===== src/hw/rtl/utf8_decode_validate_unit_macros.svh =====
// Assertion macros for the UTF-8 decoder and validator.
// Depends on nothing; included by utf8_decode_validate_unit.sv, which carries the assertions.
`ifndef UTF8_DECODE_VALIDATE_UNIT_MACROS_SVH
`define UTF8_DECODE_VALIDATE_UNIT_MACROS_SVH

// Same-cycle implication, disabled while reset is asserted.
`define UDV_ASSERT_IMPL(label, clk, rst_n, ante, cons, msg) \
    label: assert property (@(posedge clk) disable iff (!rst_n) (ante) |-> (cons)) \
        else $error(msg);

// Next-cycle implication, disabled while reset is asserted.
`define UDV_ASSERT_NEXT(label, clk, rst_n, ante, cons, msg) \
    label: assert property (@(posedge clk) disable iff (!rst_n) (ante) |=> (cons)) \
        else $error(msg);

`endif


===== src/hw/rtl/udv_pkg.sv =====
// Types and constants shared by the UTF-8 decoder and validator.
// No dependencies.
`default_nettype none

package udv_pkg;

    localparam int CP_W  = 21;
    localparam int CNT_W = 24;

    localparam logic [CNT_W-1:0] CNT_MAX = {CNT_W{1'b1}};

    localparam logic [CP_W-1:0] LINE_FEED = 21'h00000A;
    localparam logic [CP_W-1:0] MIN_CP_2  = 21'h000080;
    localparam logic [CP_W-1:0] MIN_CP_3  = 21'h000800;
    localparam logic [CP_W-1:0] MIN_CP_4  = 21'h010000;
    localparam logic [CP_W-1:0] SURR_LO   = 21'h00D800;
    localparam logic [CP_W-1:0] SURR_HI   = 21'h00DFFF;
    localparam logic [CP_W-1:0] CP_MAX    = 21'h10FFFF;

    typedef enum logic [2:0] {
        ST_CHAR       = 3'd0,
        ST_END        = 3'd1,
        ST_BAD_LEAD   = 3'd2,
        ST_INCOMPLETE = 3'd3,
        ST_BAD_TRAIL  = 3'd4,
        ST_OVERLONG   = 3'd5,
        ST_INVALID    = 3'd6
    } status_t;

    typedef struct packed {
        logic [1:0]       bytes_left;
        logic [2:0]       seq_length;
        logic [CP_W-1:0]  accum_value;
        logic             trail_error;
        logic [CNT_W-1:0] line_count;
        logic [CNT_W-1:0] column_count;
    } dec_state_t;

    typedef struct packed {
        logic [CP_W-1:0]  code_point;
        status_t          status;
        logic [2:0]       byte_count;
        logic [CNT_W-1:0] line_number;
        logic [CNT_W-1:0] column_number;
    } dec_result_t;

endpackage

`default_nettype wire


===== src/hw/rtl/udv_if.sv =====
// Valid/ready channel interfaces for the byte input and the result output.
// Depends on udv_pkg for field widths.
`default_nettype none

interface udv_in_if;
    logic       valid;
    logic       ready;
    logic [7:0] data_byte;
    logic       stream_end;

    modport source (output valid, output data_byte, output stream_end, input ready);
    modport sink   (input valid, input data_byte, input stream_end, output ready);
endinterface

interface udv_out_if;
    logic                          valid;
    logic                          ready;
    logic [udv_pkg::CP_W-1:0]      code_point;
    logic [2:0]                    status;
    logic [2:0]                    byte_count;
    logic [udv_pkg::CNT_W-1:0]     line_number;
    logic [udv_pkg::CNT_W-1:0]     column_number;

    modport source (output valid, output code_point, output status, output byte_count,
                    output line_number, output column_number, input ready);
    modport sink   (input valid, input code_point, input status, input byte_count,
                    input line_number, input column_number, output ready);
endinterface

`default_nettype wire


===== src/hw/rtl/utf8_decode_validate_unit.sv =====
// UTF-8 decoder and validator with line and column tracking: top level.
// Depends on udv_pkg, udv_if, udv_step and the assertion macro header.
//
// Usage:
//   in_stream carries one item per byte: data_byte, or stream_end = 1 for the
//   end of the input. out_stream carries one result per finished character,
//   per error and per end mark; bytes inside a multi-byte sequence give none.
//   Results keep input order. Status codes: char, end, bad lead, incomplete,
//   bad trail, overlong, invalid scalar (0 to 6).
//   The last item of a result first sits in the input register; the result
//   register loads from it when it is free or being emptied on out_stream.
//   Throughput: one item per cycle unless out_stream stalls; the decode step
//   between the two registers is a single pass of the state update logic.
//   Stall: while a result waits on out_stream, the buffered item, with or
//   without a result of its own, holds in the input register; one more item
//   is taken only if that register is empty, then in_stream.ready drops.
//   Reset: rst_n clears both registers' valid flags and the sequence state;
//   the line count restarts at 1 and the column count at 0. No clearing pass.
`default_nettype none

`include "utf8_decode_validate_unit_macros.svh"

module utf8_decode_validate_unit (
    input  wire logic  clk,
    input  wire logic  rst_n,
    udv_in_if.sink     in_stream,
    udv_out_if.source  out_stream
);

    logic                  s1_valid_reg;
    logic [7:0]            s1_byte_reg;
    logic                  s1_end_reg;
    logic                  s1_go;

    udv_pkg::dec_state_t   state_reg;
    udv_pkg::dec_state_t   state_next;
    logic                  emit;
    udv_pkg::dec_result_t  result;

    logic                  out_valid_reg;
    logic                  out_valid_next;
    udv_pkg::dec_result_t  out_reg;

    // the buffered item moves on when the result register is free or emptying
    assign s1_go           = s1_valid_reg && (!out_valid_reg || out_stream.ready);
    assign in_stream.ready = !s1_valid_reg || s1_go;

    udv_step u_step (
        .state      (state_reg),
        .data_byte  (s1_byte_reg),
        .stream_end (s1_end_reg),
        .state_next (state_next),
        .emit       (emit),
        .result     (result)
    );

    always_ff @(posedge clk or negedge rst_n)
    begin
        if (!rst_n)
        begin
            s1_valid_reg <= 1'b0;
        end
        else if (in_stream.ready)
        begin
            s1_valid_reg <= in_stream.valid;
        end
    end

    always_ff @(posedge clk)
    begin
        if (in_stream.valid && in_stream.ready)
        begin
            s1_byte_reg <= in_stream.data_byte;
            s1_end_reg  <= in_stream.stream_end;
        end
    end

    always_ff @(posedge clk or negedge rst_n)
    begin
        if (!rst_n)
        begin
            state_reg.bytes_left   <= 2'd0;
            state_reg.seq_length   <= 3'd0;
            state_reg.accum_value  <= '0;
            state_reg.trail_error  <= 1'b0;
            state_reg.line_count   <= {{(udv_pkg::CNT_W-1){1'b0}}, 1'b1};
            state_reg.column_count <= '0;
        end
        else if (s1_go)
        begin
            state_reg <= state_next;
        end
    end

    always_comb
    begin
        out_valid_next = out_valid_reg;
        if (s1_go)
        begin
            out_valid_next = emit;
        end
        else if (out_stream.ready)
        begin
            out_valid_next = 1'b0;
        end
    end

    always_ff @(posedge clk or negedge rst_n)
    begin
        if (!rst_n)
        begin
            out_valid_reg <= 1'b0;
        end
        else
        begin
            out_valid_reg <= out_valid_next;
        end
    end

    always_ff @(posedge clk)
    begin
        if (s1_go && emit)
        begin
            out_reg <= result;
        end
    end

    assign out_stream.valid         = out_valid_reg;
    assign out_stream.code_point    = out_reg.code_point;
    assign out_stream.status        = out_reg.status;
    assign out_stream.byte_count    = out_reg.byte_count;
    assign out_stream.line_number   = out_reg.line_number;
    assign out_stream.column_number = out_reg.column_number;

    `UDV_ASSERT_NEXT(a_emit_lands, clk, rst_n, s1_go && emit, out_valid_reg, "result item lost")
    `UDV_ASSERT_IMPL(a_err_zero_cp, clk, rst_n, out_valid_reg && (out_reg.status != udv_pkg::ST_CHAR), out_reg.code_point == '0, "code point set on error")
    `UDV_ASSERT_IMPL(a_end_count, clk, rst_n, out_valid_reg && (out_reg.status == udv_pkg::ST_END), out_reg.byte_count == 3'd0, "byte count on end item")
    `UDV_ASSERT_IMPL(a_seq_len, clk, rst_n, state_reg.bytes_left != 2'd0, state_reg.seq_length > {1'b0, state_reg.bytes_left}, "sequence length below bytes left")
    `UDV_ASSERT_IMPL(a_line_nonzero, clk, rst_n, 1'b1, state_reg.line_count != '0, "line count reached zero")

endmodule

`default_nettype wire


===== src/hw/rtl/udv_step.sv =====
// Decode step: next decoder state and the optional result for one item.
// Depends on udv_pkg.
`default_nettype none

module udv_step (
    input  var udv_pkg::dec_state_t  state,
    input  wire logic [7:0]          data_byte,
    input  wire logic                stream_end,
    output udv_pkg::dec_state_t      state_next,
    output logic                     emit,
    output udv_pkg::dec_result_t     result
);

    logic [udv_pkg::CP_W-1:0] acc_shift;
    logic [1:0]               left_dec;
    logic                     trail_bad;
    logic                     do_count;
    logic [udv_pkg::CP_W-1:0] count_cp;
    logic                     overlong;
    logic                     invalid;
    udv_pkg::status_t         end_status;

    assign acc_shift = {state.accum_value[udv_pkg::CP_W-7:0], data_byte[5:0]};
    assign left_dec  = state.bytes_left - 2'd1;
    assign trail_bad = state.trail_error | (data_byte[7:6] != 2'b10);

    // Checks at the end of a multi-byte sequence, on the completed value
    assign overlong = ((state.seq_length == 3'd2) && (acc_shift < udv_pkg::MIN_CP_2)) ||
                      ((state.seq_length == 3'd3) && (acc_shift < udv_pkg::MIN_CP_3)) ||
                      ((state.seq_length == 3'd4) && (acc_shift < udv_pkg::MIN_CP_4));
    assign invalid  = ((acc_shift >= udv_pkg::SURR_LO) && (acc_shift <= udv_pkg::SURR_HI)) ||
                      (acc_shift > udv_pkg::CP_MAX);

    always_comb
    begin
        if (trail_bad)
        begin
            end_status = udv_pkg::ST_BAD_TRAIL;
        end
        else if (overlong)
        begin
            end_status = udv_pkg::ST_OVERLONG;
        end
        else if (invalid)
        begin
            end_status = udv_pkg::ST_INVALID;
        end
        else
        begin
            end_status = udv_pkg::ST_CHAR;
        end
    end

    always_comb
    begin
        state_next        = state;
        emit              = 1'b0;
        do_count          = 1'b0;
        count_cp          = '0;
        result.code_point = '0;
        result.status     = udv_pkg::ST_CHAR;
        result.byte_count = '0;

        if (stream_end)
        begin
            emit = 1'b1;
            if (state.bytes_left != 2'd0)
            begin
                result.status          = udv_pkg::ST_INCOMPLETE;
                result.byte_count      = state.seq_length - {1'b0, state.bytes_left};
                state_next.bytes_left  = 2'd0;
                state_next.seq_length  = 3'd0;
                state_next.accum_value = '0;
                state_next.trail_error = 1'b0;
            end
            else
            begin
                result.status = udv_pkg::ST_END;
            end
        end
        else if (state.bytes_left == 2'd0)
        begin
            if (data_byte[7] == 1'b0)
            begin
                emit              = 1'b1;
                do_count          = 1'b1;
                count_cp          = {13'd0, data_byte};
                result.code_point = count_cp;
                result.byte_count = 3'd1;
            end
            else if (data_byte[7:5] == 3'b110)
            begin
                state_next.seq_length  = 3'd2;
                state_next.bytes_left  = 2'd1;
                state_next.accum_value = {16'd0, data_byte[4:0]};
                state_next.trail_error = 1'b0;
            end
            else if (data_byte[7:4] == 4'b1110)
            begin
                state_next.seq_length  = 3'd3;
                state_next.bytes_left  = 2'd2;
                state_next.accum_value = {17'd0, data_byte[3:0]};
                state_next.trail_error = 1'b0;
            end
            else if (data_byte[7:3] == 5'b11110)
            begin
                state_next.seq_length  = 3'd4;
                state_next.bytes_left  = 2'd3;
                state_next.accum_value = {18'd0, data_byte[2:0]};
                state_next.trail_error = 1'b0;
            end
            else
            begin
                emit              = 1'b1;
                result.status     = udv_pkg::ST_BAD_LEAD;
                result.byte_count = 3'd1;
            end
        end
        else if (left_dec != 2'd0)
        begin
            // mid-sequence: gather bits, remember a bad trailing byte
            state_next.bytes_left  = left_dec;
            state_next.accum_value = acc_shift;
            state_next.trail_error = trail_bad;
        end
        else
        begin
            emit                   = 1'b1;
            result.status          = end_status;
            result.byte_count      = state.seq_length;
            state_next.bytes_left  = 2'd0;
            state_next.seq_length  = 3'd0;
            state_next.accum_value = '0;
            state_next.trail_error = 1'b0;
            if (end_status == udv_pkg::ST_CHAR)
            begin
                do_count          = 1'b1;
                count_cp          = acc_shift;
                result.code_point = acc_shift;
            end
        end

        if (do_count)
        begin
            if (count_cp == udv_pkg::LINE_FEED)
            begin
                if (state.line_count != udv_pkg::CNT_MAX)
                begin
                    state_next.line_count = state.line_count + 1'b1;
                end
                state_next.column_count = '0;
            end
            else if (state.column_count != udv_pkg::CNT_MAX)
            begin
                state_next.column_count = state.column_count + 1'b1;
            end
        end

        result.line_number   = state_next.line_count;
        result.column_number = state_next.column_count;
    end

endmodule

`default_nettype wire


===== src/flat_wrapper.sv =====
// flat-port wrapper written by rule: the top's interface ports become plain ports
module utf8_decode_validate_unit_flat 
  (clk, rst_n, in_stream_valid, in_stream_data_byte, in_stream_stream_end, in_stream_ready, out_stream_valid, out_stream_code_point, out_stream_status, out_stream_byte_count, out_stream_line_number, out_stream_column_number, out_stream_ready);
  udv_in_if in_stream_i ();
  udv_out_if out_stream_i ();
  input  wire logic clk;
  input  wire logic rst_n;
  input wire logic [$bits(in_stream_i.valid)-1:0] in_stream_valid;
  input wire logic [$bits(in_stream_i.data_byte)-1:0] in_stream_data_byte;
  input wire logic [$bits(in_stream_i.stream_end)-1:0] in_stream_stream_end;
  output wire logic [$bits(in_stream_i.ready)-1:0] in_stream_ready;
  output wire logic [$bits(out_stream_i.valid)-1:0] out_stream_valid;
  output wire logic [$bits(out_stream_i.code_point)-1:0] out_stream_code_point;
  output wire logic [$bits(out_stream_i.status)-1:0] out_stream_status;
  output wire logic [$bits(out_stream_i.byte_count)-1:0] out_stream_byte_count;
  output wire logic [$bits(out_stream_i.line_number)-1:0] out_stream_line_number;
  output wire logic [$bits(out_stream_i.column_number)-1:0] out_stream_column_number;
  input wire logic [$bits(out_stream_i.ready)-1:0] out_stream_ready;
  assign in_stream_i.valid = in_stream_valid;
  assign in_stream_i.data_byte = in_stream_data_byte;
  assign in_stream_i.stream_end = in_stream_stream_end;
  assign in_stream_ready = in_stream_i.ready;
  assign out_stream_valid = out_stream_i.valid;
  assign out_stream_code_point = out_stream_i.code_point;
  assign out_stream_status = out_stream_i.status;
  assign out_stream_byte_count = out_stream_i.byte_count;
  assign out_stream_line_number = out_stream_i.line_number;
  assign out_stream_column_number = out_stream_i.column_number;
  assign out_stream_i.ready = out_stream_ready;
  utf8_decode_validate_unit u_core (.clk(clk), .rst_n(rst_n), .in_stream(in_stream_i), .out_stream(out_stream_i));
endmodule

===== config.mk =====
export PLATFORM = sky130hd
export DESIGN_NAME = utf8_decode_validate_unit_flat
export DESIGN_NICKNAME = d
export VERILOG_FILES = /design/src/hw/rtl/udv_pkg.sv /design/src/hw/rtl/udv_if.sv /design/src/hw/rtl/utf8_decode_validate_unit.sv /design/src/hw/rtl/udv_step.sv /design/src/flat_wrapper.sv
export VERILOG_INCLUDE_DIRS = /design/src /design/src/hw/rtl
export SDC_FILE = /design/constraint.sdc
export NUM_CORES = 1
export LEC_CHECK = 0
export CAP_MARGIN = 25
export CELL_PAD_IN_SITES_DETAIL_PLACEMENT = 2
export CELL_PAD_IN_SITES_GLOBAL_PLACEMENT = 2
export CORE_MARGIN = 2
export CORE_UTILIZATION = 25
export CTS_CLUSTER_SIZE = 30
export DETAILED_ROUTE_END_ITERATION = 16
export DONT_BUFFER_PORTS = 1
export PLACE_DENSITY_LB_ADDON = 0.1
export SLEW_MARGIN = 20
export SYNTH_ARGS = -nofsm -noshare
export SYNTH_HDL_FRONTEND = slang
export SYNTH_SLANG_ARGS = --single-unit

===== constraint.sdc =====
create_clock -name clk -period 6.9 [get_ports clk]
set_input_delay 1.38 -clock clk [delete_from_list [all_inputs] [get_ports clk]]
set_output_delay 1.38 -clock clk [all_outputs]
set_load 0.005 [all_outputs]

==> results_dict.tcl, run 1 <==
set metrics [dict create \
    critPathCaptureType "flip-flop" \
    fp.dieH_um 175 \
    most-common-layout-cells "nand2_1 (86), edfxtp_1 (84), dfrtp_1 (70), nor2_1 (58), o21ai_0 (42)" \
    grt.overflow.total 0 \
    syn_nets 684 \
    cts_tree "yes" \
    crit_buf_inv 0 \
    synth_edf_count 84 \
    drive_gt1_share_pct 8.27 \
    ant_nets 0 \
    final_common_cell "nand2_1" \
    required_ps 7230 \
    finalClockSkew_ps 16.5 \
    ios 90 \
    hold_buffers 0 \
    final_nets 681 \
    maxCapViolations 0 \
    grt_pass1_wl_um 34000 \
    synth_area_per_cell_um2 11.0 \
    row_count 62 \
    synth_area_leaders "edfxtp_1 (35%), dfrtp_1 (24%), nand2_1 (4.5%)" \
    regArea_mm2 0.00430 \
    vias_per_cell 4.77 \
    areaGrowthSynthToFinish_pct 15.4 \
    fill_cells 3107 \
    irDropWorstVdd_v 0.000137 \
    yosysTopAreaCell "edfxtp_1" \
    clk_pin_slew_ps 70 \
    synth.distinct_cells 61 \
    track_usage_pct 14.4 \
    core_area_mm2 0.0287 \
    grt_pass1_vias 5744 \
    period_needed_ps 3560 \
    fin_area_mm2 0.00843 \
    cp_slowest_cell "nand2_1" \
    slew_headroom_pct 36.3 \
    wire_per_inst_um 19.5 \
    hpwl_um 13800 \
    die_x_um 175 \
    postCtsSetupRepairBufs 0 \
    yosysTopAreaCellShare_pct 34.5 \
    crit_path_start_kind "flip-flop" \
    wirelength_um 20700 \
    drt-initial-drc-count 205 \
    timing.fmax_mhz 281 \
    place.port_buffers 0 \
    post-route-period-util_pct 51.6 \
    setup_violations 0 \
    post-route-util_pct 29.4 \
    rsz0062_at_grt "no" \
    first_pass_iters 5 \
    die_area_mm2 0.0306 \
    finalSetupTns_ps 0 \
    power.leakage_nw 3.19 \
    ys_warn_count 0 \
    multiInputGateArea_mm2 0.00288 \
    clk_latency_ps 430 \
    largest_reg_flops 69 \
    cts_root_buf "clkbuf_16" \
    cts_buffer_depth 2 \
    critical_path_class "flip-flop to flip-flop" \
    hp-class "flip-flop to flip-flop" \
    synthFlopType "edfxtp_1" \
    synth_area_mm2 0.00731 \
    hold_viol_final 0 \
    yosysSeqAreaShare_pct 58.9 \
    drc 0 \
    crit_top_cell "or3_1" \
    cp_data_arrival_time_ps 3890 \
    start_util_pct 25.5 \
    antenna_found_initial 0 \
    cts_max_level 4 \
    cts_made_buffers 17 \
    post_dp_cell_area_mm2 0.00774 \
    cts.sinks 155 \
    status "complete, no violations" \
    async_reset_ff_share_pct 45.8 \
    worstMarginPinSlew_ps 952 \
    cts_resized 0 \
    antenna_cells 0 \
    critPathMaxStageDelay_ps 600 \
    crit_chain "or4_4 -> or3_1 -> o21ai_2 -> o31a_4 -> nand2_1 -> or3_1 -> o21ai_0" \
    gp_congestion 0.742 \
    crit_path_max_fanout 22 \
    ys_seq_elements 155 \
    drv_slew 0 \
    critPathTopFamily "simple AND/OR/NAND/NOR gates" \
    hold_ws_ps 492 \
    route.vias.total 5063 \
    synthCells 667 \
    grt_max_degree 77 \
    power.density_mw_per_mm2 327 \
]
## per-layer routing
layer	vias up	track usage, %	share of wire [%]
met3	13	2.76	2.2
met4	0	3.68	0.92
met2	68	23.6	49
li1	2385	-	-
met5	-	0	0
met1	2597	19.5	48
## synth_stat cells, drive strengths merged (2+ instances only)
cell,n
clkbuf,25
and4,6
and3,16
a31oi,6
dfrtp,70
edfxtp,84
nor3,10
nand2,87
inv,10
xor2,36
a32o,3
buf,4
mux2,2
o41ai,2
a21oi,22
or4,2
nor2,59
nand4,23
o31a,2
nand3,23
o31ai,20
ha,3
a21o,2
o21ai,43
o21a,2
o2bb2ai,2
or3,6
and2,29
nor4b,2
nand2b,3
xnor2,32
nor4,2
nor2b,4
or2,3
nor3b,3
## power by group
| group | total [W] | switching [W] | internal (W) | leakage [nW] |
|---|---|---|---|---|
| Sequential | 0.00129 | 0.000123 | 0.00117 | 1.76 |
| Combinational | 0.000399 | 0.000274 | 0.000125 | 1.12 |
| Clock | 0.00107 | 0.000442 | 0.000623 | 0.316 |
| Total | 0.00275 | 0.000839 | 0.00191 | 3.19 |
## worst register-to-register path: stages (launching register included)
cell     delay [ps]
dfrtp_1         410
or4_4           590
or3_1           410
o21ai_2         410
o31a_4          390
nand2_1         610
or3_1           550
o21ai_0          90
## cell type report
type                    instances  share of cell area [%]
inverters                      10                   0.445
multi-input cells             473                    34.2
clock buffers                  17                    5.05
clock inverters                15                    2.70
well taps                     384                    5.70
flip-flops and latches        155                    51.0
repair buffers                  7                   0.920
## cell families (layout without fill, tap and decap cells)
family | Yosys count | after routing | synth area share (%)
compound gates | 117 | 117 | 10.4
mux | 3 | 3 | 0.445
buf+inv | 39 | 49 | 2.04
xor+xnor | 68 | 68 | 8.15
simple gates | 281 | 281 | 19.3
fa+ha+maj | 4 | 4 | 0.788
flops | 155 | 155 | 58.9
## through the flow
step                      std cells  total power (W)  setup WS (ps)
final                          1061          0.00275           3340
after global routing           1061          0.00292           3070
after CTS                      1059          0.00281           3280
after detailed placement       1027          0.00172           3120
after global placement         1026          0.00169           3170
after floorplan                 667          0.00155           1050
## path summary, 6_finish.rpt
path | start | to | slack, ps | cells past startpoint
setup / recovery | u_core.state_reg[60] | u_core.state_reg[13] | 3340 | 7
max in group asynchronous | rst_n | u_core.state_reg[24] | 6060 | 0
hold / removal | u_core.state_reg[11] | u_core.state_reg[11] | 490 | 1
setup reg to reg | u_core.state_reg[60] | u_core.state_reg[13] | 3340 | 7
min in group asynchronous | rst_n | u_core.state_reg[25] | 640 | 0
hold reg to reg | u_core.state_reg[11] | u_core.state_reg[11] | 490 | 1
Note: power is estimated with default switching activity, not from simulation.
==> run 2: changes to the inputs <==
--- a/config.mk
+++ b/config.mk
@@ -6,6 +6,7 @@
 export SDC_FILE = /design/constraint.sdc
 export NUM_CORES = 1
 export LEC_CHECK = 0
+export ABC_AREA = 1
 export CAP_MARGIN = 25
 export CELL_PAD_IN_SITES_DETAIL_PLACEMENT = 2
 export CELL_PAD_IN_SITES_GLOBAL_PLACEMENT = 2
==> constraint.sdc (replaced) <==
create_clock -name clk -period 3.4 [get_ports clk]
set_input_delay 0.68 -clock clk [delete_from_list [all_inputs] [get_ports clk]]
set_output_delay 0.68 -clock clk [all_outputs]
set_load 0.005 [all_outputs]
==> results_dict.tcl, run 2 <==
set metrics [dict create \
    status "complete, no violations" \
    critPathTopFamily "simple AND/OR/NAND/NOR gates" \
    core_area_mm2 0.0317 \
    power.density_mw_per_mm2 640 \
    cts_root_buf "clkbuf_16" \
    final_common_cell "nand2_1" \
    row_count 65 \
    vias_per_cell 4.65 \
    synth_area_per_cell_um2 8.78 \
    yosysSeqAreaShare_pct 53.1 \
    grt_pass1_vias 6836 \
    yosys.cell_count.top_type "nand2_1" \
    maxCapViolations 0 \
    finalSetupTns_ps 0 \
    busiest_layer "met2" \
    synthCells 922 \
    clk_latency_ps 440 \
    place.port_buffers 0 \
    track_usage_pct 15.8 \
    cp_slowest_cell "dfrtp_1" \
    wire_per_inst_um 18.6 \
    post-route-period-util_pct 83.0 \
    gp_congestion 0.784 \
    antenna_found_initial 0 \
    synth_area_leaders "edfxtp_1 (31%), dfrtp_1 (22%), nand2_1 (12%)" \
    crit_path_start "u_core.state_reg[73]" \
    p_comb_share_pct 18.8 \
    areaGrowthSynthToFinish_pct 14.4 \
    die_area_mm2 0.0338 \
    irDropWorstVdd_v 0.000403 \
    power_w 0.00593 \
    synthAdderAreaFrac_pct 0.711 \
    critPathCaptureType "flip-flop" \
    synth_xor_area_share_pct 2.16 \
    synth-compound-area-share_pct 4.99 \
    setup_violations 0 \
    finalClockSkew_ps 11.0 \
    grt.met2_usage_pct 25.0 \
    yosysTopAreaCell "edfxtp_1" \
    final_nets 948 \
    drc 0 \
    swShare_pct 32.1 \
    synthSimpleGateAreaFrac_pct 31.9 \
    synth.distinct_cells 49 \
    globalRouteMet1Util_pct 21.5 \
    timing.fmax_mhz 354 \
    cts_tree "yes" \
    crit_buf_inv 4 \
    async_reset_ff_share_pct 45.8 \
    drive_gt1_share_pct 12.3 \
    ios 90 \
    pre_cts_slack_ps 545 \
    regArea_mm2 0.00430 \
    dp.cells 1313 \
    hpwl_um 18200 \
    cp_data_arrival_time_ps 3110 \
    period_needed_ps 2820 \
    hold_viol_final 0 \
    fin_cells 1346 \
    multiInputGateArea_mm2 0.00324 \
    crit_path_max_fanout 13 \
    largest_reg_flops 69 \
    slew_headroom_pct 54.8 \
    start_util_pct 25.5 \
    critical_path_class "flip-flop to flip-flop" \
    ys_warn_count 0 \
    wirelength_um 25100 \
    grt_max_degree 71 \
    fp.dieH_um 184 \
    drv_slew 0 \
    ant_nets 0 \
    synth_edf_count 84 \
    drt-initial-drc-count 266 \
    p_int_w 0.00402 \
    clk_pin_slew_ps 70 \
    required_ps 3690 \
    cts_made_buffers 17 \
    cts_max_level 4 \
    ys_seq_elements 155 \
    synth_mux_area_share_pct 0 \
    crit_top_cell "inv_1" \
    syn_nets 939 \
    power_frac_clock_pct 35.8 \
    power.leakage_nw 3.99 \
    fill_cells 3615 \
    die_x_um 184 \
    rsz0062_at_grt "no" \
    first_pass_iters 4 \
    seq_power_share_pct 45.3 \
    grt.overflow.total 0 \
    route.vias.total 6260 \
    most-common-layout-cells "nand2_1 (253), inv_1 (109), edfxtp_1 (84), nor2_1 (73), dfrtp_1 (70)" \
    synthFlopType "edfxtp_1" \
    antenna_cells 0 \
    critPathMaxStageDelay_ps 370 \
    r2r_start "u_core.state_reg[73]" \
    cts_buffer_depth 2 \
    yosysTopAreaCellShare_pct 31.2 \
    synth_area_mm2 0.00809 \
    crit_path_start_kind "flip-flop" \
    crit_chain "inv_1 -> nor2_2 -> inv_1 -> nor2_4 -> nand4_4 -> buf_4 -> o22ai_1 -> nor3_2 -> nand3_2 -> inv_1 -> a21oi_1" \
    synth_top_family_by_area "simple AND/OR/NAND/NOR gates" \
    worstMarginPinSlew_ps 677 \
    setup_ws_ps 578 \
    netlist_top_cells_count "nand2_1 (253), inv_1 (109), edfxtp_1 (84), nor2_1 (73), dfrtp_1 (70)" \
    switchingPower_w 0.00190 \
    use_met3_pct 3.96 \
    cts.sinks 155 \
    grt_pass1_wl_um 40200 \
    hp-class "input port to async pin" \
]
## run 2: changes by cell type after synthesis, sizes merged, moves of 16 or more
cell,change
xor2,-24
nand4,+16
o31ai,-16
and2,-20
xnor2,-24
inv,+101
nor2,+32
nand3,+49
nand2,+191
## run 2: path summary, 6_finish.rpt
path | to | slack (ps) | cells past startpoint
max reg2reg | u_core.out_stream.column_number[23] | 580 | 11
min reg2reg | u_core.state_reg[20] | 500 | 2
max | u_core.out_stream.column_number[23] | 580 | 11
min in group clk | u_core.s1_byte_reg[0] | 330 | 0
min | u_core.state_reg[24] | 70 | 0
max in group asynchronous | u_core.state_reg[46] | 2930 | 1
## run 2: cell type report
class                      count  area share [%]
sequential                   155            46.4
multi-input combinational    629            35.0
clock buffer                  22            5.23
timing repair buffer          15            1.57
tap                          402            5.43
inverter                     113            4.58
clock inverter                10            1.76
## run 2: cell families after synthesis
logic type,after synthesis
simple gates,533
flops,155
buf+inv,138
compound gates,72
xor+xnor,20
fa+ha+maj,4
## run 2: power by group through the flow
stage | clock, W | combinational (W) | sequential (W)
2_1_floorplan | 0 | 0.000747 | 0.00265
3_3_place_gp | 0 | 0.00112 | 0.00274
3_5_place_dp | 0 | 0.00112 | 0.00274
4_1_cts | 0.00221 | 0.00116 | 0.00270
5_1_grt | 0.00228 | 0.00127 | 0.00274
6_report | 0.00212 | 0.00111 | 0.00269
## run 2: worst register-to-register path, cell delays in order (launching register included)
cell	delay, ps
dfrtp_1	370
inv_1	100
nor2_2	200
inv_1	120
nor2_4	230
nand4_4	260
buf_4	260
o22ai_1	360
nor3_2	100
nand3_2	300
inv_1	200
a21oi_1	160
## run 2: stage by stage
| step | instance area [um2] | utilization, % | hold slack, ps |
|---|---|---|---|
| after floorplan | 8100 | - | 384 |
| after global placement | 8580 | 27.1 | 392 |
| after detailed placement | 8580 | 27.1 | 392 |
| after CTS | 9260 | 29.2 | 41.0 |
| after global routing | 9260 | 29.2 | 41.3 |
| final | 9260 | 29.2 | 74.6 |
## run 2: metal layers
layer | up-vias | routed length [um]
met3 | 17 | 939
li1 | 3052 | -
met2 | 76 | 11400
met5 | - | 0
met4 | 0 | 263
met1 | 3115 | 12400
## run 2: what timing repair did
item / 4_1_cts / 5_1_grt
hold buffers: 1 / 0
buffers inserted: 0 / 0
resized for setup: 0 / 0
hold endpoints to repair: 70 / 0
